==> config.mk <==
export PLATFORM = sky130hd
export DESIGN_NAME = cruise_pid_controller
export DESIGN_NICKNAME = d
export VERILOG_FILES = /design/src/rtl/cpid_pkg.sv /design/src/rtl/cpid_div.sv /design/src/rtl/cpid_dp.sv /design/src/rtl/cpid_seq.sv /design/src/rtl/cruise_pid_controller.sv
export SDC_FILE = /design/constraint.sdc
export NUM_CORES = 2
export LEC_CHECK = 0
export ABC_CLOCK_PERIOD_IN_PS = 30800
export BUFFER_PORTS_ARGS = -buffer_cell sky130_fd_sc_hd__buf_2
export CAP_MARGIN = 15
export CORE_MARGIN = 5
export CORE_UTILIZATION = 45
export DETAILED_ROUTE_END_ITERATION = 10
export SLEW_MARGIN = 5
export SYNTH_ARGS = -nofsm -noshare
export SYNTH_HDL_FRONTEND = slang
export SYNTH_SLANG_ARGS = --single-unit
==> constraint.sdc <==
create_clock -name clk -period 30.8 [get_ports clk]
set_input_delay 3.08 -clock clk [delete_from_list [all_inputs] [get_ports clk]]
set_output_delay 3.08 -clock clk [all_outputs]
set_load 0.01 [all_outputs]
==> src/rtl/cpid_pkg.sv <==
// ============================================================================
// cpid_pkg
// Shared constants, types and the microcode table of the cruise PID block.
// ============================================================================
package cpid_pkg;

	// Field widths fixed by the item formats.
	localparam int unsigned GainW     = 16;
	localparam int unsigned SpeedW    = 16;
	localparam int unsigned ThrW      = 12;
	localparam int unsigned SumW      = 22;
	localparam int unsigned DriveOutW = 12;
	localparam int unsigned FuncW     = 2;
	localparam int unsigned RegIdxW   = 2;

	// Default drive ceiling.
	localparam int unsigned MaxDriveDefault = 4095;

	// Integral clamp ceiling set by the width of the error sum.
	localparam logic [SumW-1:0] SumCeil = 22'h3F_FFFF;

	// Gain register reset values (gains are scaled by one thousand).
	localparam logic [GainW-1:0] KpReset = 16'd1000;
	localparam logic [GainW-1:0] KiReset = 16'd100;
	localparam logic [GainW-1:0] KdReset = 16'd800;

	// Term scaling: (k * v + 500) / 1000, truncated toward zero.
	localparam logic [9:0] Scale     = 10'd1000;
	localparam int unsigned MagW     = 33;   // bits of |k * v|
	localparam int unsigned RoundW   = 35;   // signed k * v + 500
	localparam int unsigned ShW      = 30;   // |k * v + 500| / 8
	// Division by 125 as a reciprocal multiply: ceil(2^37 / 125).
	localparam logic [30:0] RecipM   = 31'd1099511628;
	localparam int unsigned RecipSh  = 37;
	localparam int unsigned TermW    = 24;   // one scaled term, magnitude
	localparam int unsigned CvW      = 27;   // sum of three signed terms
	localparam int unsigned MulW     = 32;   // shared multiplier operands
	localparam int unsigned ProdW    = 61;   // widest product kept

	// Function codes carried in the input beat.
	typedef enum logic [FuncW-1:0] {
		FUNC_UPDATE,
		FUNC_ENGAGE,
		FUNC_REMOTE,
		FUNC_CLEAR
	} func_t;

	// Configuration register indexes.
	typedef enum logic [RegIdxW-1:0] {
		REG_GAIN_PROP,
		REG_GAIN_INTEGRAL,
		REG_GAIN_DERIV
	} reg_idx_t;

	// Datapath operations selected by the control word.
	typedef enum logic [3:0] {
		UOP_NOP,
		UOP_LIM_DIV,
		UOP_WAIT,
		UOP_INTEG,
		UOP_MUL,
		UOP_ROUND,
		UOP_RECIP,
		UOP_ACCUM,
		UOP_CLAMP,
		UOP_THR_MUL,
		UOP_THR_DIV,
		UOP_THR_SET,
		UOP_REMOTE,
		UOP_CLEAR
	} uop_t;

	// Jump conditions of a control word.
	typedef enum logic [1:0] {
		COND_NONE,
		COND_DIV_BUSY,
		COND_MORE_TERMS
	} cond_t;

	// Program steps.
	localparam int unsigned StepW = 4;
	typedef logic [StepW-1:0] step_t;

	localparam step_t STEP_UPD_LIM   = 4'd0;
	localparam step_t STEP_UPD_WAIT  = 4'd1;
	localparam step_t STEP_UPD_INTEG = 4'd2;
	localparam step_t STEP_UPD_MUL   = 4'd3;
	localparam step_t STEP_UPD_ROUND = 4'd4;
	localparam step_t STEP_UPD_RECIP = 4'd5;
	localparam step_t STEP_UPD_ACCUM = 4'd6;
	localparam step_t STEP_UPD_CLAMP = 4'd7;
	localparam step_t STEP_ENG_MUL   = 4'd8;
	localparam step_t STEP_ENG_DIV   = 4'd9;
	localparam step_t STEP_ENG_WAIT  = 4'd10;
	localparam step_t STEP_ENG_SET   = 4'd11;
	localparam step_t STEP_REMOTE    = 4'd12;
	localparam step_t STEP_CLEAR     = 4'd13;
	localparam step_t STEP_NOP       = 4'd14;
	localparam step_t STEP_SPARE     = 4'd15;

	// One control word.
	typedef struct packed {
		uop_t  op;
		cond_t cond;
		step_t jump;
		logic  last;
	} uword_t;

	// Sequencer commands to the datapath.
	typedef struct packed {
		uop_t op;
		logic load_item;
		logic out_load;
	} dp_ctrl_t;

	// Datapath status seen by the sequencer.
	typedef struct packed {
		logic div_busy;
		logic term_last;
		logic cruise;
	} dp_stat_t;

	typedef enum logic [1:0] {
		SEQ_IDLE,
		SEQ_RUN,
		SEQ_OUT
	} seq_state_t;

	// Microcode table. A word jumps to its target when its condition holds,
	// otherwise it falls through to the next step; a last word ends the item.
	function automatic uword_t cpid_ucode(input step_t step);
		uword_t w;
		w.op   = UOP_NOP;
		w.cond = COND_NONE;
		w.jump = STEP_NOP;
		w.last = 1'b1;
		case (step)
			STEP_UPD_LIM: begin
				w.op = UOP_LIM_DIV; w.last = 1'b0;
			end
			STEP_UPD_WAIT: begin
				w.op = UOP_WAIT; w.cond = COND_DIV_BUSY; w.jump = STEP_UPD_WAIT;
				w.last = 1'b0;
			end
			STEP_UPD_INTEG: begin
				w.op = UOP_INTEG; w.last = 1'b0;
			end
			STEP_UPD_MUL: begin
				w.op = UOP_MUL; w.last = 1'b0;
			end
			STEP_UPD_ROUND: begin
				w.op = UOP_ROUND; w.last = 1'b0;
			end
			STEP_UPD_RECIP: begin
				w.op = UOP_RECIP; w.last = 1'b0;
			end
			STEP_UPD_ACCUM: begin
				w.op = UOP_ACCUM; w.cond = COND_MORE_TERMS; w.jump = STEP_UPD_MUL;
				w.last = 1'b0;
			end
			STEP_UPD_CLAMP: begin
				w.op = UOP_CLAMP;
			end
			STEP_ENG_MUL: begin
				w.op = UOP_THR_MUL; w.last = 1'b0;
			end
			STEP_ENG_DIV: begin
				w.op = UOP_THR_DIV; w.last = 1'b0;
			end
			STEP_ENG_WAIT: begin
				w.op = UOP_WAIT; w.cond = COND_DIV_BUSY; w.jump = STEP_ENG_WAIT;
				w.last = 1'b0;
			end
			STEP_ENG_SET: begin
				w.op = UOP_THR_SET;
			end
			STEP_REMOTE: begin
				w.op = UOP_REMOTE;
			end
			STEP_CLEAR: begin
				w.op = UOP_CLEAR;
			end
			STEP_NOP: begin
				w.op = UOP_NOP;
			end
			default: begin
				w.op = UOP_NOP;
			end
		endcase
		return w;
	endfunction

endpackage

==> src/rtl/cpid_div.sv <==
// ============================================================================
// cpid_div
// Restoring divider, one quotient bit per cycle, unsigned operands.
// ============================================================================
module cpid_div #(
	parameter int unsigned DIV_W = 26
) (
	input  logic                          clk,
	input  logic                          arst_n,
	input  logic                          start,
	input  logic [DIV_W-1:0]              dividend,
	input  logic [cpid_pkg::GainW-1:0]    divisor,
	output logic                          busy,
	output logic [DIV_W-1:0]              quot
);

	localparam int unsigned CntW = $clog2(DIV_W + 1);

	logic [CntW-1:0]               cnt_q;
	logic [DIV_W-1:0]              quot_q;
	logic [cpid_pkg::GainW-1:0]    rem_q;
	logic [cpid_pkg::GainW-1:0]    dvs_q;
	logic [cpid_pkg::GainW:0]      trial;
	logic [cpid_pkg::GainW:0]      diff;
	logic                          fits;

	// Shift in the next dividend bit and try one subtraction.
	always_comb begin
		trial = {rem_q, quot_q[DIV_W-1]};
		diff  = trial - {1'b0, dvs_q};
		fits  = trial >= {1'b0, dvs_q};
	end

	// Iteration counter.
	always_ff @(posedge clk or negedge arst_n) begin
		if (!arst_n) begin
			cnt_q <= '0;
		end else if (start) begin
			cnt_q <= CntW'(DIV_W);
		end else if (cnt_q != '0) begin
			cnt_q <= cnt_q - 1'b1;
		end
	end

	// Remainder and quotient registers.
	always_ff @(posedge clk) begin
		if (start) begin
			quot_q <= dividend;
			rem_q  <= '0;
			dvs_q  <= divisor;
		end else if (cnt_q != '0) begin
			quot_q <= {quot_q[DIV_W-2:0], fits};
			rem_q  <= fits ? diff[cpid_pkg::GainW-1:0] : trial[cpid_pkg::GainW-1:0];
		end
	end

	assign busy = cnt_q != '0;
	assign quot = quot_q;

	// A new division must not cut into one that is still running.
	a_no_restart: assert property (@(posedge clk) disable iff (!arst_n)
		start |-> !busy)
		else $error("divider restarted while busy");

endmodule

==> src/rtl/cpid_dp.sv <==
// ============================================================================
// cpid_dp
// Controller datapath: gains, loop state, shared multiplier and divider.
// ============================================================================
module cpid_dp #(
	parameter int unsigned MAX_DRIVE = cpid_pkg::MaxDriveDefault
) (
	input  logic                               clk,
	input  logic                               arst_n,
	input  cpid_pkg::dp_ctrl_t                 ctrl,
	output cpid_pkg::dp_stat_t                 stat,
	input  logic signed [cpid_pkg::SpeedW-1:0] speed,
	input  logic [cpid_pkg::ThrW-1:0]          throttle,
	input  logic signed [cpid_pkg::SpeedW-1:0] remote_speed,
	input  logic                               cfg_we,
	input  logic [cpid_pkg::RegIdxW-1:0]       cfg_index,
	input  logic [cpid_pkg::GainW-1:0]         cfg_wdata,
	output logic [cpid_pkg::DriveOutW-1:0]     drive_level,
	output logic                               cruise_active,
	output logic signed [cpid_pkg::SpeedW-1:0] target_speed,
	output logic [cpid_pkg::SumW-1:0]          error_sum
);

	localparam int unsigned LimBits = $clog2(MAX_DRIVE * 1000 + 1);
	localparam int unsigned DIV_W   = (LimBits > cpid_pkg::SumW) ? LimBits : cpid_pkg::SumW;
	localparam int unsigned DrvBits = $clog2(MAX_DRIVE + 1);
	localparam int unsigned DRIVE_W =
		(DrvBits > cpid_pkg::DriveOutW) ? DrvBits : cpid_pkg::DriveOutW;
	localparam int unsigned VW      = cpid_pkg::SumW + 1;
	localparam int unsigned ErrW    = cpid_pkg::SpeedW + 1;
	localparam int unsigned IsumW   = cpid_pkg::SumW + 2;
	localparam int unsigned TermLast = 2;

	localparam logic [DIV_W-1:0]                LimNum  = DIV_W'(MAX_DRIVE * 1000);
	localparam logic [DRIVE_W-1:0]              MaxDrv  = DRIVE_W'(MAX_DRIVE);
	localparam logic signed [cpid_pkg::CvW-1:0] MaxCv   = cpid_pkg::CvW'(MAX_DRIVE);
	localparam logic signed [ErrW-1:0]          DeadLo  = -17'sd1;
	localparam logic signed [ErrW-1:0]          DeadHi  = 17'sd1;
	localparam logic signed [cpid_pkg::RoundW-1:0] Bias = 35'sd500;

	// Gains.
	logic [cpid_pkg::GainW-1:0] kp_q, ki_q, kd_q;

	// Loop state.
	logic signed [cpid_pkg::SpeedW-1:0] target_q, last_q;
	logic [cpid_pkg::SumW-1:0]          integ_q;
	logic [DRIVE_W-1:0]                 drive_q;
	logic                               cruise_q;

	// Item and working registers.
	logic signed [cpid_pkg::SpeedW-1:0] speed_q, rspd_q;
	logic [cpid_pkg::ThrW-1:0]          thr_q;
	logic signed [ErrW-1:0]             err_q, dspd_q;
	logic [cpid_pkg::SumW-1:0]          lim_q;
	logic [cpid_pkg::ProdW-1:0]         prod_q;
	logic                               neg_q, sgn_q;
	logic [cpid_pkg::ShW-1:0]           sh_q;
	logic signed [cpid_pkg::CvW-1:0]    cv_q;
	logic [1:0]                         term_q;

	// Output register.
	logic [cpid_pkg::DriveOutW-1:0]     out_drive_q;
	logic                               out_cruise_q;
	logic signed [cpid_pkg::SpeedW-1:0] out_target_q;
	logic [cpid_pkg::SumW-1:0]          out_sum_q;

	// Combinational helpers.
	logic signed [ErrW-1:0]             err_raw, err_dz, dspd_raw;
	logic signed [IsumW-1:0]            isum;
	logic [cpid_pkg::SumW-1:0]          integ_new;
	logic signed [VW-1:0]               v_sel;
	logic [VW-1:0]                      v_mag;
	logic [cpid_pkg::GainW-1:0]         k_sel;
	logic [cpid_pkg::MulW-1:0]          mul_a, mul_b;
	logic [2*cpid_pkg::MulW-1:0]        mul_p;
	logic signed [cpid_pkg::RoundW-1:0] p_sig, y_val, y_mag;
	logic [cpid_pkg::TermW-1:0]         term_mag;
	logic signed [cpid_pkg::CvW-1:0]    term_sig;
	logic                               div_start, div_busy;
	logic [DIV_W-1:0]                   div_num, div_quot;
	logic [cpid_pkg::GainW-1:0]         ki_eff;
	logic [cpid_pkg::SumW-1:0]          quot_cap;

	// Error with dead band, speed difference, and clamped error sum.
	always_comb begin
		err_raw  = {target_q[cpid_pkg::SpeedW-1], target_q} - {speed_q[cpid_pkg::SpeedW-1], speed_q};
		err_dz   = (err_raw >= DeadLo && err_raw <= DeadHi) ? '0 : err_raw;
		dspd_raw = {last_q[cpid_pkg::SpeedW-1], last_q} - {speed_q[cpid_pkg::SpeedW-1], speed_q};
		isum     = $signed({2'b00, integ_q}) + $signed({{(IsumW-ErrW){err_q[ErrW-1]}}, err_q});
		if (isum[IsumW-1]) begin
			integ_new = '0;
		end else if (isum[IsumW-2:0] > {1'b0, lim_q}) begin
			integ_new = lim_q;
		end else begin
			integ_new = isum[cpid_pkg::SumW-1:0];
		end
	end

	// Operand of the current term.
	always_comb begin
		case (term_q)
			2'd0: begin
				v_sel = {{(VW-ErrW){err_q[ErrW-1]}}, err_q};
				k_sel = kp_q;
			end
			2'd1: begin
				v_sel = {1'b0, integ_q};
				k_sel = ki_q;
			end
			default: begin
				v_sel = {{(VW-ErrW){dspd_q[ErrW-1]}}, dspd_q};
				k_sel = kd_q;
			end
		endcase
		v_mag = v_sel[VW-1] ? VW'(-v_sel) : VW'(v_sel);
	end

	// Shared multiplier.
	always_comb begin
		case (ctrl.op)
			cpid_pkg::UOP_MUL: begin
				mul_a = cpid_pkg::MulW'(v_mag);
				mul_b = cpid_pkg::MulW'(k_sel);
			end
			cpid_pkg::UOP_RECIP: begin
				mul_a = cpid_pkg::MulW'(sh_q);
				mul_b = cpid_pkg::MulW'(cpid_pkg::RecipM);
			end
			cpid_pkg::UOP_THR_MUL: begin
				mul_a = cpid_pkg::MulW'(thr_q);
				mul_b = cpid_pkg::MulW'(cpid_pkg::Scale);
			end
			default: begin
				mul_a = '0;
				mul_b = '0;
			end
		endcase
		mul_p = mul_a * mul_b;
	end

	// Rounding bias, magnitude of the biased product, and the scaled term.
	always_comb begin
		p_sig    = $signed({2'b00, prod_q[cpid_pkg::MagW-1:0]});
		y_val    = (neg_q ? -p_sig : p_sig) + Bias;
		y_mag    = y_val[cpid_pkg::RoundW-1] ? -y_val : y_val;
		term_mag = prod_q[cpid_pkg::RecipSh +: cpid_pkg::TermW];
		term_sig = $signed({{(cpid_pkg::CvW-cpid_pkg::TermW){1'b0}}, term_mag});
	end

	// Divider operands: the integral limit or the engage preset.
	always_comb begin
		ki_eff    = (ki_q == '0) ? cpid_pkg::GainW'(1) : ki_q;
		div_start = (ctrl.op == cpid_pkg::UOP_LIM_DIV) || (ctrl.op == cpid_pkg::UOP_THR_DIV);
		div_num   = (ctrl.op == cpid_pkg::UOP_THR_DIV) ? prod_q[DIV_W-1:0] : LimNum;
		quot_cap  = (div_quot > DIV_W'(cpid_pkg::SumCeil)) ? cpid_pkg::SumCeil
			: div_quot[cpid_pkg::SumW-1:0];
	end

	cpid_div #(
		.DIV_W(DIV_W)
	) u_div (
		.clk     (clk),
		.arst_n  (arst_n),
		.start   (div_start),
		.dividend(div_num),
		.divisor (ki_eff),
		.busy    (div_busy),
		.quot    (div_quot)
	);

	// Gain registers.
	always_ff @(posedge clk or negedge arst_n) begin
		if (!arst_n) begin
			kp_q <= cpid_pkg::KpReset;
			ki_q <= cpid_pkg::KiReset;
			kd_q <= cpid_pkg::KdReset;
		end else if (cfg_we) begin
			case (cpid_pkg::reg_idx_t'(cfg_index))
				cpid_pkg::REG_GAIN_PROP:     kp_q <= cfg_wdata;
				cpid_pkg::REG_GAIN_INTEGRAL: ki_q <= cfg_wdata;
				cpid_pkg::REG_GAIN_DERIV:    kd_q <= cfg_wdata;
				default: ;
			endcase
		end
	end

	// Loop state and term counter.
	always_ff @(posedge clk or negedge arst_n) begin
		if (!arst_n) begin
			target_q <= '0;
			last_q   <= '0;
			integ_q  <= '0;
			drive_q  <= '0;
			cruise_q <= 1'b0;
			term_q   <= '0;
		end else begin
			case (ctrl.op)
				cpid_pkg::UOP_INTEG: begin
					integ_q <= integ_new;
					last_q  <= speed_q;
					term_q  <= '0;
				end
				cpid_pkg::UOP_ACCUM: begin
					term_q <= term_q + 1'b1;
				end
				cpid_pkg::UOP_CLAMP: begin
					if (cv_q[cpid_pkg::CvW-1]) begin
						drive_q <= '0;
					end else if (cv_q > MaxCv) begin
						drive_q <= MaxDrv;
					end else begin
						drive_q <= cv_q[DRIVE_W-1:0];
					end
				end
				cpid_pkg::UOP_THR_MUL: begin
					target_q <= speed_q;
					drive_q  <= DRIVE_W'(thr_q);
					cruise_q <= 1'b1;
				end
				cpid_pkg::UOP_THR_SET: begin
					integ_q <= quot_cap;
				end
				cpid_pkg::UOP_REMOTE: begin
					target_q <= rspd_q;
					cruise_q <= 1'b1;
				end
				cpid_pkg::UOP_CLEAR: begin
					target_q <= '0;
					integ_q  <= '0;
					drive_q  <= '0;
					cruise_q <= 1'b0;
				end
				default: ;
			endcase
		end
	end

	// Item capture and working registers.
	always_ff @(posedge clk) begin
		if (ctrl.load_item) begin
			speed_q <= speed;
			thr_q   <= throttle;
			rspd_q  <= remote_speed;
		end
		case (ctrl.op)
			cpid_pkg::UOP_LIM_DIV: begin
				err_q  <= err_dz;
				dspd_q <= dspd_raw;
			end
			cpid_pkg::UOP_INTEG: begin
				lim_q <= lim_q;
				cv_q  <= '0;
			end
			cpid_pkg::UOP_MUL: begin
				prod_q <= mul_p[cpid_pkg::ProdW-1:0];
				neg_q  <= v_sel[VW-1];
			end
			cpid_pkg::UOP_ROUND: begin
				sh_q  <= y_mag[cpid_pkg::MagW-1:3];
				sgn_q <= y_val[cpid_pkg::RoundW-1];
			end
			cpid_pkg::UOP_RECIP: begin
				prod_q <= mul_p[cpid_pkg::ProdW-1:0];
			end
			cpid_pkg::UOP_ACCUM: begin
				cv_q <= sgn_q ? cv_q - term_sig : cv_q + term_sig;
			end
			cpid_pkg::UOP_THR_MUL: begin
				prod_q <= mul_p[cpid_pkg::ProdW-1:0];
			end
			default: ;
		endcase
		// The limit is ready when the wait step sees the divider finish.
		if (ctrl.op == cpid_pkg::UOP_WAIT && !div_busy) begin
			lim_q <= quot_cap;
		end
	end

	// Result register, loaded when the finished beat is handed over.
	always_ff @(posedge clk) begin
		if (ctrl.out_load) begin
			out_drive_q  <= drive_q[cpid_pkg::DriveOutW-1:0];
			out_cruise_q <= cruise_q;
			out_target_q <= target_q;
			out_sum_q    <= integ_q;
		end
	end

	assign drive_level   = out_drive_q;
	assign cruise_active = out_cruise_q;
	assign target_speed  = out_target_q;
	assign error_sum     = out_sum_q;

	assign stat.div_busy  = div_busy;
	assign stat.term_last = term_q == 2'(TermLast);
	assign stat.cruise    = cruise_q;

	// The error sum stays within the limit computed for this update.
	a_integ_limit: assert property (@(posedge clk) disable iff (!arst_n)
		ctrl.op == cpid_pkg::UOP_INTEG |=> integ_q <= lim_q)
		else $error("error sum above its limit after update");

	// A computed drive level never exceeds the drive ceiling.
	a_drive_ceiling: assert property (@(posedge clk) disable iff (!arst_n)
		ctrl.op == cpid_pkg::UOP_CLAMP |=> drive_q <= MaxDrv)
		else $error("drive level above ceiling after update");

endmodule

==> src/rtl/cpid_seq.sv <==
// ============================================================================
// cpid_seq
// Microcode sequencer: step counter, control word fetch, jumps, handshakes.
// ============================================================================
module cpid_seq (
	input  logic                          clk,
	input  logic                          arst_n,
	input  logic                          s_tvalid,
	output logic                          s_tready,
	input  logic [cpid_pkg::FuncW-1:0]    func,
	output logic                          m_tvalid,
	input  logic                          m_tready,
	input  cpid_pkg::dp_stat_t            stat,
	output cpid_pkg::dp_ctrl_t            ctrl
);

	cpid_pkg::seq_state_t state_q, state_d;
	cpid_pkg::step_t      upc_q, upc_d, entry;
	cpid_pkg::uword_t     word;
	logic                 m_valid_q, m_valid_d;
	logic                 take;

	// Entry point of the program for the function code of the beat.
	always_comb begin
		case (cpid_pkg::func_t'(func))
			cpid_pkg::FUNC_UPDATE: entry = stat.cruise ? cpid_pkg::STEP_UPD_LIM
				: cpid_pkg::STEP_NOP;
			cpid_pkg::FUNC_ENGAGE: entry = cpid_pkg::STEP_ENG_MUL;
			cpid_pkg::FUNC_REMOTE: entry = cpid_pkg::STEP_REMOTE;
			cpid_pkg::FUNC_CLEAR:  entry = cpid_pkg::STEP_CLEAR;
			default:               entry = cpid_pkg::STEP_NOP;
		endcase
	end

	// Control word fetch and jump condition.
	always_comb begin
		word = cpid_pkg::cpid_ucode(upc_q);
		case (word.cond)
			cpid_pkg::COND_DIV_BUSY:   take = stat.div_busy;
			cpid_pkg::COND_MORE_TERMS: take = !stat.term_last;
			default:                   take = 1'b0;
		endcase
	end

	// Next state, step and datapath commands.
	always_comb begin
		state_d        = state_q;
		upc_d          = upc_q;
		m_valid_d      = m_valid_q && !m_tready;
		ctrl.op        = cpid_pkg::UOP_NOP;
		ctrl.load_item = 1'b0;
		ctrl.out_load  = 1'b0;
		case (state_q)
			cpid_pkg::SEQ_IDLE: begin
				if (s_tvalid) begin
					ctrl.load_item = 1'b1;
					upc_d          = entry;
					state_d        = cpid_pkg::SEQ_RUN;
				end
			end
			cpid_pkg::SEQ_RUN: begin
				ctrl.op = word.op;
				if (word.last) begin
					state_d = cpid_pkg::SEQ_OUT;
				end else if (take) begin
					upc_d = word.jump;
				end else begin
					upc_d = upc_q + 1'b1;
				end
			end
			cpid_pkg::SEQ_OUT: begin
				if (!m_valid_q || m_tready) begin
					ctrl.out_load = 1'b1;
					m_valid_d     = 1'b1;
					state_d       = cpid_pkg::SEQ_IDLE;
				end
			end
			default: begin
				state_d = cpid_pkg::SEQ_IDLE;
			end
		endcase
	end

	always_ff @(posedge clk or negedge arst_n) begin
		if (!arst_n) begin
			state_q   <= cpid_pkg::SEQ_IDLE;
			upc_q     <= cpid_pkg::STEP_NOP;
			m_valid_q <= 1'b0;
		end else begin
			state_q   <= state_d;
			upc_q     <= upc_d;
			m_valid_q <= m_valid_d;
		end
	end

	assign s_tready = state_q == cpid_pkg::SEQ_IDLE;
	assign m_tvalid = m_valid_q;

	// An accepted beat keeps the block busy until its result is handed over.
	a_busy_after_accept: assert property (@(posedge clk) disable iff (!arst_n)
		s_tvalid && s_tready |=> !s_tready)
		else $error("input taken again before the result was delivered");

	// Handing over a result always leaves a valid output beat.
	a_result_shown: assert property (@(posedge clk) disable iff (!arst_n)
		ctrl.out_load |=> m_tvalid)
		else $error("result loaded but not shown");

	// The program never runs into the unused step.
	a_no_spare_step: assert property (@(posedge clk) disable iff (!arst_n)
		state_q == cpid_pkg::SEQ_RUN |-> upc_q != cpid_pkg::STEP_SPARE)
		else $error("sequencer reached an unused step");

endmodule

==> src/rtl/cruise_pid_controller.sv <==
// ============================================================================
// cruise_pid_controller
// Cruise-control PID with integral clamp, run by a microcoded sequencer.
// ============================================================================
// Use: each input beat carries a function code in s_tuser (update, engage,
// remote enable, clear) and speed, throttle and remote target in s_tdata.
// Every beat gives exactly one output beat with the drive level, the cruise
// flag, the target speed and the error sum as they stand after that beat.
// Gains are written through cfg_we / cfg_index / cfg_wdata; the user must
// write them only while idle, the block itself does not enforce it.
// Timing: a beat is taken when the block is idle. A speed update while
// cruising runs the serial divider that forms the integral limit (22
// quotient bits with the default drive ceiling, one per cycle) and then the
// three four-step passes of the shared multiplier; a larger ceiling adds
// quotient bits. An engage runs the same divider; the other beats use neither
// the divider nor the multiplier. A new beat is taken only after the result
// of the last one is loaded into the output register. The output register
// frees the input side: a new beat is accepted while the last result still
// waits, and only its own result waits for m_tready. Reset clears the loop
// state, sets the gains to their defaults and leaves the block idle with no
// output beat pending.
// ============================================================================
module cruise_pid_controller #(
	parameter int unsigned MAX_DRIVE = cpid_pkg::MaxDriveDefault
) (
	input  logic                                clk,
	input  logic                                arst_n,
	input  logic                                s_tvalid,
	output logic                                s_tready,
	input  logic [47:0]                         s_tdata,  // speed, throttle, remote_speed, pad
	input  logic [cpid_pkg::FuncW-1:0]          s_tuser,  // func
	output logic                                m_tvalid,
	input  logic                                m_tready,
	output logic [55:0]                         m_tdata,  // drive_level, cruise_active,
	                                                      // target_speed, error_sum, pad
	input  logic                                cfg_we,
	input  logic [cpid_pkg::RegIdxW-1:0]        cfg_index,
	input  logic [cpid_pkg::GainW-1:0]          cfg_wdata
);

	cpid_pkg::dp_ctrl_t                 ctrl;
	cpid_pkg::dp_stat_t                 stat;
	logic [cpid_pkg::DriveOutW-1:0]     drive_level;
	logic                               cruise_active;
	logic signed [cpid_pkg::SpeedW-1:0] target_speed;
	logic [cpid_pkg::SumW-1:0]          error_sum;

	cpid_seq u_seq (
		.clk     (clk),
		.arst_n  (arst_n),
		.s_tvalid(s_tvalid),
		.s_tready(s_tready),
		.func    (s_tuser),
		.m_tvalid(m_tvalid),
		.m_tready(m_tready),
		.stat    (stat),
		.ctrl    (ctrl)
	);

	cpid_dp #(
		.MAX_DRIVE(MAX_DRIVE)
	) u_dp (
		.clk          (clk),
		.arst_n       (arst_n),
		.ctrl         (ctrl),
		.stat         (stat),
		.speed        ($signed(s_tdata[15:0])),
		.throttle     (s_tdata[27:16]),
		.remote_speed ($signed(s_tdata[43:28])),
		.cfg_we       (cfg_we),
		.cfg_index    (cfg_index),
		.cfg_wdata    (cfg_wdata),
		.drive_level  (drive_level),
		.cruise_active(cruise_active),
		.target_speed (target_speed),
		.error_sum    (error_sum)
	);

	// Pack the result beat, first field in the lowest bits.
	assign m_tdata = {5'b0, error_sum, target_speed, cruise_active, drive_level};

endmodule
==> flow_metrics.py <==
metrics = {
    "grt": {
        "grt_overflow_total": 0,
        "grt_max_degree": 61,
        "grtUsageTotal_pct": 24.4,
        "grt_pass1_wl_um": 212000,
        "grt_pass1_vias": 35500,
        "antenna_found_initial": 11,
    },
    "placement": {
        "placed_area_um2": 49600,
        "dpl.hpwl_um": 110000,
        "portBuffers": 121,
        "dp_cells": 6309,
        "globalplace.congestion": 0.934,
    },
    "power": {
        "ir_worst_vdd_v": 0.0000668,
        "p_leak_nw": 24.3,
        "power_mw": 3.70,
        "power_density_nw_per_um2": 72.2,
    },
    "synthesis": {
        "synthCells": 4884,
        "yosys.area.top_type": "fa_1",
        "synthMostInstantiatedCell": "inv_1",
        "synth-edff-count": 305,
        "yosys-top-cells-count": "inv_1, fa_1, ha_1, nand2_1, nor2_1",
        "ys_ff_latch": 450,
        "synth_top_area_share_pct": 22.1,
        "yosysUniqueCellTypes": 86,
        "yosys_warnings": 0,
        "synth-simple-area-share_pct": 12.2,
        "synth_top_family_by_area": "adder cells",
        "synth_fa_ha_area_share_pct": 34.4,
        "ys_async_sr_fraction_pct": 28.7,
        "synth-xor-area-share_pct": 4.52,
        "synthMuxAreaShare_pct": 1.83,
        "ys_seq_area_share_pct": 27.0,
        "synth_compound_area_share_pct": 12.0,
        "avgSynthCellArea_um2": 9.65,
        "synth_top_cells_by_area": "fa_1, edfxtp_1, ha_1",
        "ys.flop_type": "edfxtp_1",
        "syn-cell-area_um2": 47100,
    },
    "finish": {
        "final_area_um2": 51300,
        "diodes": 0,
        "final_nets": 6039,
        "final_cells": 6402,
        "area_delta_synth_final_pct": 8.88,
        "fillers": 9718,
        "drive_gt1_share_pct": 8.22,
    },
    "critical_path": {
        "critPathSlowestCell": "nand2_1",
        "cp_data_arrival_time_ps": 13180,
        "critPathRequiredTime_ps": 31210,
        "cp_common_cell": "fa_1",
        "crit_fanout": 60,
        "critPathMaxStageDelay_ps": 650,
        "crit_path_start_kind": "register",
        "crit_type": "reg2reg",
        "endpoint_kind": "register",
        "reg2reg_depth": 38,
    },
    "timing": {
        "rsz0062_at_grt": "no",
        "worstMarginPinSlew_ps": 1220,
        "post-route-period-util_pct": 41.5,
        "fin_skew_ps": 24.2,
        "final.setup.tns_ps": 0,
        "timing.fmax_mhz": 78.3,
        "hold_violations": 0,
        "max_slew_margin_pct": 18.5,
        "setup_viol": 0,
        "fin_crit_ps": 12770,
        "drv_slew": 0,
    },
    "floorplanning": {
        "row_count": 118,
        "start_util_pct": 45.4,
        "dieArea_um2": 111000,
        "die_h_um": 334,
        "fp.dieW_um": 334,
        "io_pins": 131,
        "core_um2": 104000,
    },
    "cts": {
        "htree_levels": 2,
        "clk_path_buf_depth": 3,
        "path_clk_slew_ps": 60,
        "root_buffer": "clkbuf_16",
        "cts_tree": "yes",
        "cts_resized": 0,
        "worstSkewPairLatency_ps": 630,
        "cts_setup_buffers": 0,
        "numCtsBuffers": 49,
        "clkSinkCount": 450,
        "cts-hold-fix-buffers": 0,
    },
    "detailed_routing": {
        "vias_per_cell": 5.52,
        "drt_iter0_drc": 2897,
        "totalWireLength_um": 137000,
        "routedWlPerCell_um": 21.4,
        "postRouteAntennaNets": 0,
        "drc": 0,
        "dr.pass1.iters": 5,
        "vias": 35300,
    },
    "outcome": {
        "status": "finished, final reports clean",
    },
    "flow_run": {
        "drv_cap": 0,
    },
    "hold_path": {
        "holdCritPathClass": "reg2reg",
        "worstHoldPathCells": 0,
    },
}
sequential cells by signal, summed over array words and instances (netlist names), 5 cells and up:
| signal | count |
|---|---|
| u_dp.prod_q | 57 |
| u_dp.sh_q | 30 |
| u_dp.cv_q | 27 |
| u_dp.error_sum | 22 |
| u_dp.integ_q | 22 |
| u_dp.lim_q | 22 |
| u_dp.u_div.quot | 22 |
| u_dp.dspd_q | 17 |
| u_dp.err_q | 17 |
| u_dp.kd_q | 16 |
| u_dp.ki_q | 16 |
| u_dp.kp_q | 16 |
| u_dp.last_q | 16 |
| u_dp.rspd_q | 16 |
| u_dp.speed_q | 16 |
| u_dp.target_q | 16 |
| u_dp.target_speed | 16 |
| u_dp.u_div.dvs_q | 16 |
| u_dp.u_div.rem_q | 16 |
| u_dp.drive_level | 12 |
| u_dp.drive_q | 12 |
| u_dp.thr_q | 12 |
| u_dp.u_div.cnt_q | 5 |
placed cells by master, fill, tap and decap left out, drive strengths merged, types with 41 or more instances in the layout:
cell type  netlist  final
inv            773    775
fa             519    519
ha             466    466
nand2          430    430
nor2           407    407
edfxtp         305    305
o21ai          215    215
a21oi          214    214
buf             20    194
xnor2          172    172
dfrtp          114    114
a21o            95     95
xor2            71     71
conb             2     69
nor3            64     64
clkbuf         195     64
nand3           56     56
nand2b          50     50
mux2            49     49
a22oi           47     47
and2            41     41
metrics by stage:
step / utilization, % / setup slack (ps) / hold slack [ps]
2_1_floorplan: - / 19890 / 426
3_3_place_gp: 47.8 / 18030 / 432
3_5_place_dp: 47.8 / 18070 / 434
4_1_cts: 49.4 / 17950 / 451
5_1_grt: 49.4 / 17140 / 458
6_report: 49.4 / 18030 / 451
power breakdown:
part	total (mW)	leakage, nW	switching (mW)	internal (mW)
sequential	1.06	4.55	0.160	0.897
clock	0.630	0.826	0.267	0.363
combinational	2.02	18.9	1.26	0.751
critical path: cells and delay by family, from the launching register on:
kind	cells	cell delay, ps
fa+ha+maj	10	4830
simple gates	11	2970
compound gates	7	2340
buf+inv	10	1750
flops	1	570
cell type report:
type	instances	area, um2	share of cell area, %
Clock inverter	28	377	0.734
Clock buffer	64	1340	2.62
Inverter	776	2910	5.68
Multi-Input combinational cell	3510	31100	60.5
Tap cell	1380	1730	3.37
Timing Repair Buffer	194	1160	2.26
Sequential cell	450	12700	24.8
path summary, 6_finish.rpt:
kind	from	slack [ps]	to
max	u_seq.upc_q[1]	18030	u_dp.prod_q[60]
min in group asynchronous	arst_n	2390	u_dp.target_q[5]
min	u_dp.drive_q[7]	450	u_dp.drive_level[7]
min reg2reg	u_dp.drive_q[7]	450	u_dp.drive_level[7]
max in group asynchronous	arst_n	26700	u_dp.kp_q[12]
max reg2reg	u_seq.upc_q[1]	18030	u_dp.prod_q[60]
layer usage:
metal  share of wire (%)  vias up  GRT usage [%]
met1                  44    17600           34.7
met3                 7.2      191           4.09
met5              0.0095        -              0
li1                    -    16400              -
met2                  45     1097           39.1
met4                 2.9        2           6.28
cell families after synthesis:
logic type | Yosys count
AOI/OAI and AO/OA | 874
other | 2
muxes | 80
adders and majority gates | 985
xor gates and xnor gates | 243
and+or+nand+nor | 1259
DFF | 450
buffers and inverters | 991
Note: power is estimated with default switching activity, not from simulation.
